$ cat src/sv/double_buffer_stream_control_unit_defines.svh
// assertion macros for the stream control unit
`ifndef DOUBLE_BUFFER_STREAM_CONTROL_UNIT_DEFINES_SVH
`define DOUBLE_BUFFER_STREAM_CONTROL_UNIT_DEFINES_SVH
// implication checked on every clock edge outside reset
`define DBSC_ASSERT_IMP(label, ante, cons, msg) \
  label: assert property (@(posedge clk) disable iff (rst) (ante) |-> (cons)) else $error(msg);
// implication whose consequent is checked in the cycle after the antecedent
`define DBSC_ASSERT_NEXT(label, ante, cons, msg) \
  label: assert property (@(posedge clk) disable iff (rst) (ante) |=> (cons)) else $error(msg);
`endif

$ cat src/sv/dbsc_pkg.sv
// ---------------------------------------------------------------------------
// dbsc_pkg
// types and constants shared by the stream control unit modules
// ---------------------------------------------------------------------------
`default_nettype none
package dbsc_pkg;

  localparam logic [1:0] CMD_TICK   = 2'd0;
  localparam logic [1:0] CMD_BUFFER = 2'd1;
  localparam logic [1:0] CMD_START  = 2'd2;
  localparam logic [1:0] CMD_NOP    = 2'd3;

  localparam logic [31:0] MAGIC_SWAP  = 32'h7047_4156;
  localparam logic [31:0] MAGIC_PLAIN = 32'h5641_4770;
  localparam logic [15:0] HALF_BASE   = 16'h6000;
  localparam logic [15:0] TRAP_ADDR   = 16'hC000;
  localparam logic [31:0] ADDR_MAX    = 32'h0000_BFFF;
  localparam logic [16:0] POS_START   = 17'd48;
  localparam logic [12:0] CLK_STEP    = 13'h1C00;
  localparam logic [13:0] PITCH_MAX   = 14'h3FFF;
  // rate*4096/48000 = rate*32/375; reciprocal of 375/32 scaled by 2^27,
  // exact for every rate below the saturation point
  localparam logic [31:0] PITCH_RATE_MAX = 32'd191999;
  localparam logic [23:0] PITCH_RECIP    = 24'd11453247;

  typedef struct packed {
    logic [1:0]  command;
    logic [31:0] voice_addr;
    logic [31:0] header_magic;
    logic [31:0] header_length;
    logic [31:0] header_rate;
    logic        hold_paused;
  } in_item_t;

  typedef struct packed {
    logic        finished;
    logic        bad_header;
    logic        data_request;
    logic        loop_write;
    logic [15:0] loop_addr;
    logic        key_on;
    logic        dest_half;
    logic        loop_flag;
    logic        pitch_write;
    logic [13:0] pitch;
    logic [31:0] play_clock;
  } out_item_t;

  // controller to datapath
  typedef struct packed {
    logic step;      // run the stream logic on the held item
    logic div_start; // start the clock divide
  } dp_cmd_t;

  // datapath to controller
  typedef struct packed {
    logic div_busy;
  } dp_status_t;

  function automatic logic [31:0] swap32(input logic [31:0] v);
    return {v[7:0], v[15:8], v[23:16], v[31:24]};
  endfunction

endpackage
`default_nettype wire

$ cat src/sv/dbsc_divider.sv
// ---------------------------------------------------------------------------
// dbsc_divider
// restoring divider, 45-bit dividend by 32-bit divisor, one bit a cycle
// ---------------------------------------------------------------------------
`default_nettype none
module dbsc_divider (
  input  wire logic        clk,
  input  wire logic        rst,
  input  wire logic        start,
  input  wire logic [44:0] dividend,
  input  wire logic [31:0] divisor,
  output logic             busy,
  output logic [44:0]      quotient
);
  logic [32:0] rem;
  logic [5:0]  count;
  logic [33:0] trial;

  assign trial = {rem, quotient[44]} - {2'b00, divisor};

  always_ff @(posedge clk) begin
    if (rst) begin
      busy  <= 1'b0;
      count <= '0;
    end else if (start) begin
      busy     <= 1'b1;
      count    <= 6'd44;
      rem      <= '0;
      quotient <= dividend;
    end else if (busy) begin
      if (trial[33]) begin
        rem      <= {rem[31:0], quotient[44]};
        quotient <= {quotient[43:0], 1'b0};
      end else begin
        rem      <= trial[32:0];
        quotient <= {quotient[43:0], 1'b1};
      end
      if (count == 6'd0) begin
        busy <= 1'b0;
      end
      count <= count - 6'd1;
    end
  end
endmodule
`default_nettype wire

$ cat src/sv/dbsc_datapath.sv
// ---------------------------------------------------------------------------
// dbsc_datapath
// stream state, tick and buffer decisions, pitch and clock division
// ---------------------------------------------------------------------------
`default_nettype none
`include "double_buffer_stream_control_unit_defines.svh"
module dbsc_datapath #(
  parameter int HALF_SIZE = 24576
) (
  input  wire logic                  clk,
  input  wire logic                  rst,
  input  wire dbsc_pkg::in_item_t    item,
  input  wire dbsc_pkg::dp_cmd_t     cmd,
  output dbsc_pkg::dp_status_t       status,
  output dbsc_pkg::out_item_t        result
);
  import dbsc_pkg::*;

  localparam logic signed [34:0] HALF_S = 35'(HALF_SIZE);
  localparam logic signed [34:0] LEFT_MIN = -35'sd4294967296;

  logic active, stopped, started, playing, ready_flag, loop_moved;
  logic last_half, end_valid, buffer_parity;
  logic signed [34:0] stop_point;
  logic signed [34:0] bytes_left;
  logic [31:0] stream_rate;
  logic [16:0] play_pos;
  logic [31:0] sample_total;
  logic [1:0]  buffers_seen;

  logic        div_busy;
  logic [44:0] quotient;
  logic [44:0] dividend;
  logic [31:0] divisor;

  // step result fields other than play_clock and pitch
  logic        r_fin, r_bad, r_lw, r_kon, r_half, r_mle, r_pw, r_zero_clk;
  logic [15:0] r_la;

  // next-state logic
  logic active_next, stopped_next, started_next, playing_next, ready_flag_next;
  logic loop_moved_next, last_half_next, end_valid_next, buffer_parity_next;
  logic signed [34:0] stop_point_next, bytes_left_next, left_sub;
  logic [31:0] stream_rate_next, sample_total_next;
  logic [16:0] play_pos_next, pos;
  logic [1:0]  buffers_seen_next;
  logic        fin, bad, lw, kon, half, mle, pw, alive, decided, first_half;
  logic [15:0] la;
  logic [31:0] rate_v, len_v;
  logic signed [34:0] pp;

  always_comb begin
    active_next = active; stopped_next = stopped; started_next = started;
    playing_next = playing; ready_flag_next = ready_flag;
    loop_moved_next = loop_moved; last_half_next = last_half;
    end_valid_next = end_valid; buffer_parity_next = buffer_parity;
    stop_point_next = stop_point; bytes_left_next = bytes_left;
    stream_rate_next = stream_rate; sample_total_next = sample_total;
    play_pos_next = play_pos; buffers_seen_next = buffers_seen;
    fin = 1'b0; bad = 1'b0; lw = 1'b0; kon = 1'b0; half = 1'b0;
    mle = 1'b0; pw = 1'b0; la = '0; alive = 1'b1; decided = 1'b0;
    pos = play_pos; pp = '0; first_half = 1'b0;
    rate_v = item.header_rate; len_v = item.header_length;
    left_sub = '0;
    case (item.command)
      CMD_START: begin
        stopped_next = 1'b0; started_next = 1'b0; loop_moved_next = 1'b0;
        end_valid_next = 1'b0; stop_point_next = '0; bytes_left_next = '0;
        buffers_seen_next = '0; buffer_parity_next = 1'b0;
        playing_next = 1'b0; play_pos_next = POS_START;
        sample_total_next = '0; ready_flag_next = 1'b1; active_next = 1'b1;
      end
      CMD_BUFFER: begin
        if (active && !stopped) begin
          if (buffers_seen == 2'd0) begin
            if (item.header_magic != MAGIC_SWAP && item.header_magic != MAGIC_PLAIN) begin
              stopped_next = 1'b1;
              bad = 1'b1;
            end else begin
              if (item.header_magic == MAGIC_SWAP) begin
                rate_v = swap32(item.header_rate);
                len_v  = swap32(item.header_length);
              end
              stream_rate_next = rate_v;
              last_half_next = 1'b0;
              left_sub = $signed({3'b000, len_v}) + 35'sd48;
              if (HALF_S >= left_sub) begin
                stop_point_next = left_sub - 35'sd16;
                end_valid_next = 1'b1;
              end else if (!end_valid) begin
                lw = 1'b1;
                la = TRAP_ADDR;
              end
              kon = 1'b1;
              started_next = 1'b1;
              bytes_left_next = left_sub - HALF_S;
              buffers_seen_next = 2'd1;
              buffer_parity_next = 1'b1;
            end
          end else begin
            if (HALF_S < bytes_left) begin
              mle = 1'b1;
            end else begin
              stop_point_next = buffer_parity ? bytes_left + 35'sh5FF0
                                              : bytes_left - 35'sd16;
              end_valid_next = 1'b1;
            end
            half = buffer_parity;
            if (buffers_seen == 2'd1) begin
              pw = !item.hold_paused;
              play_pos_next = POS_START;
              playing_next = 1'b1;
            end else begin
              lw = 1'b1;
              la = buffer_parity ? HALF_BASE : 16'h0000;
            end
            ready_flag_next = 1'b0;
            left_sub = bytes_left - HALF_S;
            bytes_left_next = (left_sub < LEFT_MIN) ? LEFT_MIN : left_sub;
            if (buffers_seen < 2'd2) begin
              buffers_seen_next = buffers_seen + 2'd1;
            end
            buffer_parity_next = !buffer_parity;
          end
        end
      end
      CMD_TICK: begin
        if (active) begin
          if (playing) begin
            if (item.voice_addr > ADDR_MAX) begin
              pos = last_half ? {1'b0, TRAP_ADDR} : {1'b0, HALF_BASE};
            end else begin
              pos = item.voice_addr[16:0];
              last_half_next = item.voice_addr[15:0] >= HALF_BASE;
            end
            if (pos >= play_pos) begin
              sample_total_next = sample_total + 32'(pos - play_pos);
            end else begin
              sample_total_next = sample_total + 32'(pos + {1'b0, TRAP_ADDR} - play_pos);
            end
            play_pos_next = pos;
          end
          if (stopped) begin
            alive = 1'b0;
          end else if (started) begin
            if (end_valid) begin
              pp = $signed({18'd0, play_pos_next});
              if ({pp[34:4], 4'd0} == stop_point) begin
                alive = 1'b0;
                decided = 1'b1;
              end else if ((pp < 35'sh6000 && stop_point < 35'sh6000) ||
                           (pp > 35'sh5FFF && stop_point > 35'sh5FFF)) begin
                if (!loop_moved && {15'd0, play_pos_next} < stop_point[31:0]) begin
                  lw = 1'b1;
                  la = stop_point[15:0];
                  loop_moved_next = 1'b1;
                end
                decided = 1'b1;
              end
            end
            if (!decided) begin
              first_half = play_pos_next < {1'b0, HALF_BASE};
              if (first_half == buffer_parity) begin
                ready_flag_next = 1'b1;
                lw = 1'b1;
                la = TRAP_ADDR;
              end
            end
          end
          if (!alive) begin
            playing_next = 1'b0; active_next = 1'b0;
            stopped_next = 1'b0; started_next = 1'b0; ready_flag_next = 1'b0;
            loop_moved_next = 1'b0; end_valid_next = 1'b0; stop_point_next = '0;
            bytes_left_next = '0; buffers_seen_next = '0;
            buffer_parity_next = 1'b0;
            fin = 1'b1; lw = 1'b0; la = '0;
          end
        end
      end
      default: ;
    endcase
  end

  always_ff @(posedge clk) begin
    if (rst) begin
      active <= 1'b0; stopped <= 1'b0; started <= 1'b0; playing <= 1'b0;
      ready_flag <= 1'b0; loop_moved <= 1'b0; last_half <= 1'b0;
      end_valid <= 1'b0; buffer_parity <= 1'b0; stop_point <= '0;
      bytes_left <= '0; stream_rate <= '0; play_pos <= POS_START;
      sample_total <= '0; buffers_seen <= '0;
      r_fin <= 1'b0; r_bad <= 1'b0; r_lw <= 1'b0; r_la <= '0; r_kon <= 1'b0;
      r_half <= 1'b0; r_mle <= 1'b0; r_pw <= 1'b0; r_zero_clk <= 1'b1;
    end else if (cmd.step) begin
      active <= active_next; stopped <= stopped_next; started <= started_next;
      playing <= playing_next; ready_flag <= ready_flag_next;
      loop_moved <= loop_moved_next; last_half <= last_half_next;
      end_valid <= end_valid_next; buffer_parity <= buffer_parity_next;
      stop_point <= stop_point_next; bytes_left <= bytes_left_next;
      stream_rate <= stream_rate_next; play_pos <= play_pos_next;
      sample_total <= sample_total_next; buffers_seen <= buffers_seen_next;
      r_fin <= fin; r_bad <= bad; r_lw <= lw; r_la <= la; r_kon <= kon;
      r_half <= half; r_mle <= mle; r_pw <= pw;
      r_zero_clk <= (item.command == CMD_NOP) || (stream_rate_next == 32'd0);
    end
  end

  // dividend: 0x1C00*(total/16) over rate
  assign dividend = 45'(CLK_STEP) * 45'(sample_total[31:4]);
  assign divisor  = stream_rate;

  dbsc_divider u_div (
    .clk      (clk),
    .rst      (rst),
    .start    (cmd.div_start),
    .dividend (dividend),
    .divisor  (divisor),
    .busy     (div_busy),
    .quotient (quotient)
  );

  // pitch by reciprocal multiply, settled long before the result is shown
  logic [41:0] pitch_prod;
  logic [13:0] pitch_q;
  assign pitch_prod = 42'(stream_rate[17:0]) * 42'(PITCH_RECIP);
  always_ff @(posedge clk) begin
    if (stream_rate > PITCH_RATE_MAX) begin
      pitch_q <= PITCH_MAX;
    end else begin
      pitch_q <= pitch_prod[40:27];
    end
  end

  assign status.div_busy = div_busy;

  always_comb begin
    result.finished      = r_fin;
    result.bad_header    = r_bad;
    result.data_request  = active && !stopped && (buffers_seen < 2'd2 || ready_flag);
    result.loop_write    = r_lw;
    result.loop_addr     = r_la;
    result.key_on        = r_kon;
    result.dest_half     = r_half;
    result.loop_flag     = r_mle;
    result.pitch_write   = r_pw;
    result.pitch         = r_pw ? pitch_q : '0;
    result.play_clock    = r_zero_clk ? 32'd0 : {quotient[29:0], 2'b00};
  end

  `DBSC_ASSERT_IMP(a_fin_no_lw, r_fin, !r_lw, "finish with loop write")
  `DBSC_ASSERT_IMP(a_lw_addr, !r_lw && cmd.step == 1'b0 && r_fin, r_la == 16'h0000,
                   "loop address without write")
  `DBSC_ASSERT_NEXT(a_start_active, cmd.step && item.command == CMD_START, active,
                    "start did not activate")
endmodule
`default_nettype wire

$ cat src/sv/dbsc_control.sv
// ---------------------------------------------------------------------------
// dbsc_control
// sequences one item: accept, step, clock divide, present
// ---------------------------------------------------------------------------
`default_nettype none
`include "double_buffer_stream_control_unit_defines.svh"
module dbsc_control (
  input  wire logic                clk,
  input  wire logic                rst,
  input  wire logic                in_valid,
  output logic                     in_stall,
  output logic                     out_valid,
  input  wire logic                out_stall,
  output logic                     load,
  output dbsc_pkg::dp_cmd_t        cmd,
  input  wire dbsc_pkg::dp_status_t status
);
  import dbsc_pkg::*;

  typedef enum logic [2:0] {
    S_IDLE, S_STEP, S_CLOCK, S_CWAIT, S_OUT
  } state_t;

  state_t state;

  assign in_stall  = (state != S_IDLE);
  assign load      = in_valid && (state == S_IDLE);
  assign out_valid = (state == S_OUT);
  assign cmd.step      = (state == S_STEP);
  assign cmd.div_start = (state == S_CLOCK);

  always_ff @(posedge clk) begin
    if (rst) begin
      state <= S_IDLE;
    end else begin
      case (state)
        S_IDLE:  if (in_valid) state <= S_STEP;
        S_STEP:  state <= S_CLOCK;
        S_CLOCK: state <= S_CWAIT;
        S_CWAIT: if (!status.div_busy) state <= S_OUT;
        S_OUT:   if (!out_stall) state <= S_IDLE;
        default: state <= S_IDLE;
      endcase
    end
  end

  `DBSC_ASSERT_IMP(a_one_side, out_valid, in_stall, "input open while result waits")
  `DBSC_ASSERT_NEXT(a_out_hold, out_valid && out_stall, out_valid, "result dropped")
  `DBSC_ASSERT_IMP(a_step_once, cmd.step, !cmd.div_start, "step overlaps divide")
endmodule
`default_nettype wire

$ cat src/sv/double_buffer_stream_control_unit.sv
// ---------------------------------------------------------------------------
// double_buffer_stream_control_unit
// ping-pong buffer stream control for one adpcm voice
// ---------------------------------------------------------------------------
// One item at a time. An item is accepted, its stream state is updated,
// the play clock divide is started and waits on the bit-serial divider,
// and the result is handed over; no new item is taken until the result
// has been taken. The pitch comes from a reciprocal multiply that settles
// while the clock divides.
`default_nettype none
module double_buffer_stream_control_unit #(
  parameter int HALF_SIZE = 24576
) (
  input  wire logic                 clk,
  input  wire logic                 rst,
  input  wire logic                 in_valid,
  output logic                      in_stall,
  input  wire dbsc_pkg::in_item_t   in_item,
  output logic                      out_valid,
  input  wire logic                 out_stall,
  output dbsc_pkg::out_item_t       out_item
);
  import dbsc_pkg::*;

  in_item_t   item;
  logic       load;
  dp_cmd_t    cmd;
  dp_status_t status;

  always_ff @(posedge clk) begin
    if (load) begin
      item <= in_item;
    end
  end

  dbsc_control u_ctrl (
    .clk       (clk),
    .rst       (rst),
    .in_valid  (in_valid),
    .in_stall  (in_stall),
    .out_valid (out_valid),
    .out_stall (out_stall),
    .load      (load),
    .cmd       (cmd),
    .status    (status)
  );

  dbsc_datapath #(.HALF_SIZE(HALF_SIZE)) u_dp (
    .clk    (clk),
    .rst    (rst),
    .item   (item),
    .cmd    (cmd),
    .status (status),
    .result (out_item)
  );
endmodule
`default_nettype wire

$ cat config.mk
export PLATFORM = sky130hd
export DESIGN_NAME = double_buffer_stream_control_unit
export DESIGN_NICKNAME = d
export VERILOG_FILES = /design/src/sv/dbsc_pkg.sv /design/src/sv/dbsc_divider.sv /design/src/sv/dbsc_datapath.sv /design/src/sv/dbsc_control.sv /design/src/sv/double_buffer_stream_control_unit.sv
export VERILOG_INCLUDE_DIRS = /design/src /design/src/sv
export SDC_FILE = /design/constraint.sdc
export NUM_CORES = 2
export LEC_CHECK = 0
export ABC_AREA = 1
export BUFFER_PORTS_ARGS = -buffer_cell sky130_fd_sc_hd__clkbuf_2
export CAP_MARGIN = 20
export CORE_MARGIN = 5
export CORE_UTILIZATION = 58
export CTS_CLUSTER_SIZE = 12
export DETAILED_ROUTE_END_ITERATION = 10
export PLACE_DENSITY = 0.76
export SYNTH_ARGS = -nofsm -noshare
export SYNTH_HDL_FRONTEND = slang
export SYNTH_SLANG_ARGS = --single-unit
$ cat constraint.sdc
create_clock -name clk -period 9.75 [get_ports clk]
set_clock_uncertainty 0.05 [all_clocks]
set_input_delay 1.95 -clock clk [delete_from_list [all_inputs] [get_ports clk]]
set_output_delay 1.95 -clock clk [all_outputs]
set_load 0.02 [all_outputs]
==> results.json <==
{
  "num_rows": 93,
  "synth_compound_area_frac": 0.156,
  "hold_viol": 0,
  "areaGrowthSynthToFinish_pct": 8.77,
  "io_buffers": 204,
  "worstRegToRegCells": 27,
  "synth.area.top_cells": "edfxtp_1, ha_1, dfxtp_1",
  "yosysTopAreaCell": "edfxtp_1",
  "power.leakage_nw": 19.5,
  "clkLatencyLatePin_ns": 0.63,
  "post-route-period-util": 0.679,
  "wl_met1_um": 44700,
  "cts_tree": "built",
  "routedWlPerCell_um": 17.7,
  "wl_met2_um": 48900,
  "post_dp_cell_area_um2": 39500,
  "wl_um": 105000,
  "async_flop_share": 0,
  "cts_buffers": 50,
  "antennaDiodeCount": 0,
  "clock.fmax_mhz": 151,
  "synth_cell_type_count": 64,
  "synth_top_area_share": 0.166,
  "worstMarginPinSlew_ns": 1.01,
  "via_count": 33800,
  "synth_top_family_by_area": "adder cells",
  "synthMuxAreaShare": 0,
  "finalMaxSlewViolations": 0,
  "power_density_nw_per_um2": 209,
  "multi_input_comb_area_um2": 23800,
  "synth_ff_type": "dfxtp_1",
  "die_area_um2": 70400,
  "maxCapViolCount": 0,
  "topRoutingLayerUsed": "met4",
  "yosys.area_share.adder": 0.228,
  "initial_core_util": 0.587,
  "grt_max_degree": 85,
  "hpwl_um": 83600,
  "wl_met3_um": 6990,
  "ys_seq_elements": 419,
  "clock_path_buffers": 3,
  "postCtsSetupRepairBufs": 0,
  "slew_headroom": 0.324,
  "synthesis.area_um2": 37800,
  "register_area_um2": 10500,
  "grt-ovfl-total": 0,
  "grt_first_pass_wirelength_um": 169000,
  "ant_nets": 0,
  "fillers": 5707,
  "endpoint_kind": "flip-flop",
  "fin_nets": 5756,
  "ir_drop_uv": 210,
  "grt_setup_unrepaired": "no",
  "worstSetupStartpointType": "flip-flop",
  "antenna_found_initial": 0,
  "cts_root_buffer": "clkbuf_16",
  "min_path_type": "reg2reg",
  "cts_resized": 0,
  "syn_area_per_cell_um2": 7.70,
  "status": "complete, no violations",
  "clk_pin_slew_ns": 0.06,
  "place_congestion": 0.987,
  "worstPathRequired_ns": 10.25,
  "worstPathArrival_ns": 7.11,
  "gr-usage-all-layers": 0.293,
  "cts.htree.levels": 2,
  "synthCells": 4911,
  "dieWidth_um": 265,
  "crit_path_max_fanout": 26,
  "route.detailed.drc": 0,
  "vias_per_cell": 5.68,
  "synth-simple-area-share": 0.210,
  "die_y_um": 265,
  "io_pins": 207,
  "setup_violations": 0,
  "synth_edf_count": 209,
  "grt_pass1_vias": 32100,
  "yosysMostFrequentCell": "nand2_1",
  "final_area_um2": 41100,
  "drt_first_iter_violations": 3216,
  "cts_sinks": 419,
  "tns_ns": 0,
  "final_layout_size_suffix_gt1_frac": 0.0875,
  "synth_common_cells": "nand2_1, inv_1, a21oi_1",
  "ys_warn_count": 0,
  "synth_seq_area_share": 0.277,
  "firstDrtPassIters": 8,
  "cts-hold-fix-buffers": 0,
  "path_class": "reg2reg",
  "min_period_ns": 6.62,
  "synthXorXnorAreaFrac": 0.0340,
  "whs_path_depth": 2,
  "core-area_um2": 64500
}
-- through the flow --
stage               instances  power, mW   util  setup WS (ns)  hold WS, ns
CTS                      5952       8.61  0.638           3.29        0.415
detailed placement       5860       6.71  0.613           3.31        0.405
global placement         5860       6.60  0.613           3.37        0.400
finish                   5952       8.61  0.638           3.13        0.416
floorplan                4913       5.57      -           1.69        0.386
global route             5952       9.40  0.638           2.56        0.428
-- flip-flops by register name, indices dropped and copies added, names as in the netlist, 2 cells and up --
name / cells
u_dp.u_div.quotient: 45
u_dp.u_div.count: 6
u_dp.stop_point: 35
u_ctrl.state: 3
u_dp.pitch_q: 14
u_dp.r_la: 16
u_dp.buffers_seen: 2
u_dp.divisor: 32
u_dp.sample_total: 32
u_dp.bytes_left: 35
item: 131
u_dp.u_div.rem: 33
u_dp.play_pos: 17
-- per-layer routing --
layer,vias to the layer above,GRT usage
met2,1130,0.480
li1,16600,-
met3,240,0.0438
met4,0,0.115
met1,15800,0.394
met5,-,0
-- critical path, stage by stage, from the launching register on --
cell and delay (ns):
edfxtp_1 0.38, inv_1 0.09, o21ai_0 0.10, nor3_1 0.14
nand3_1 0.53, o21ai_0 0.94, nand2_1 0.08, o21ai_0 0.18
ha_1 0.22, nand4_1 0.13, nor3_1 0.15, inv_1 0.07
nor2_1 0.13, nand3_1 0.12, nor3b_1 0.32, nand3_1 0.17
nand2_1 0.11, nor2_1 0.05, inv_1 0.08, nand2_1 0.06
inv_1 0.10, o21ai_1 0.10, buf_4 0.25, inv_1 0.56
nand2_1 0.57, nor2_1 0.57, nand2_1 0.13, a21oi_1 0.14
-- worst paths after layout --
| path | endpoint | slack, ns | startpoint |
|---|---|---|---|
| min reg2reg | u_dp.play_pos[10] | 0.42 | u_dp.play_pos[10] |
| min | u_dp.play_pos[10] | 0.42 | u_dp.play_pos[10] |
| max reg2reg | u_dp.bytes_left[8] | 3.13 | item[112] |
| max | u_dp.bytes_left[8] | 3.13 | item[112] |
-- report_power, final --
group          switching, mW  internal (mW)  total, mW
clock                  0.816           1.05       1.87
sequential             0.127           2.02       2.15
combinational           2.92           1.67       4.59
total                   3.86           4.75       8.61
-- cell families (layout without fill, tap and decap cells) --
group / after synthesis / after routing
other: 2 / 4
adder cells (fa/ha/maj): 564 / 564
flip-flops: 419 / 419
buffers and inverters: 919 / 1103
AO/OA/AOI/OAI: 1056 / 1056
XOR/XNOR: 144 / 144
AND/OR/NAND/NOR: 1807 / 1807
-- final cells by class --
cell class | count | share of cell area
sequential | 419 | 0.255
timing repair buffer | 226 | 0.0289
clock inverter | 26 | 0.00669
multi-input combinational | 3575 | 0.579
inverter | 785 | 0.0716
clock buffer | 66 | 0.0332
tap | 855 | 0.0260
-- cell usage in the layout (no fill, tap or decap), drive strengths merged, types with 14 or more instances in the layout --
| cell type | instances |
|---|---|
| a31oi | 27 |
| nand3b | 14 |
| fa | 209 |
| clkbuf | 269 |
| nor3 | 44 |
| o211ai | 68 |
| a22oi | 15 |
| a211oi | 15 |
| nor4 | 30 |
| nand2 | 949 |
| a21oi | 479 |
| dfxtp | 210 |
| xnor2 | 64 |
| o21ai | 345 |
| a21boi | 23 |
| o21a | 18 |
| or2 | 25 |
| edfxtp | 209 |
| inv | 782 |
| nand4 | 58 |
| nand3 | 240 |
| clkinv | 24 |
| buf | 23 |
| nor2 | 436 |
| ha | 355 |
| xor2 | 80 |
(Power assumes the default switching activity.)
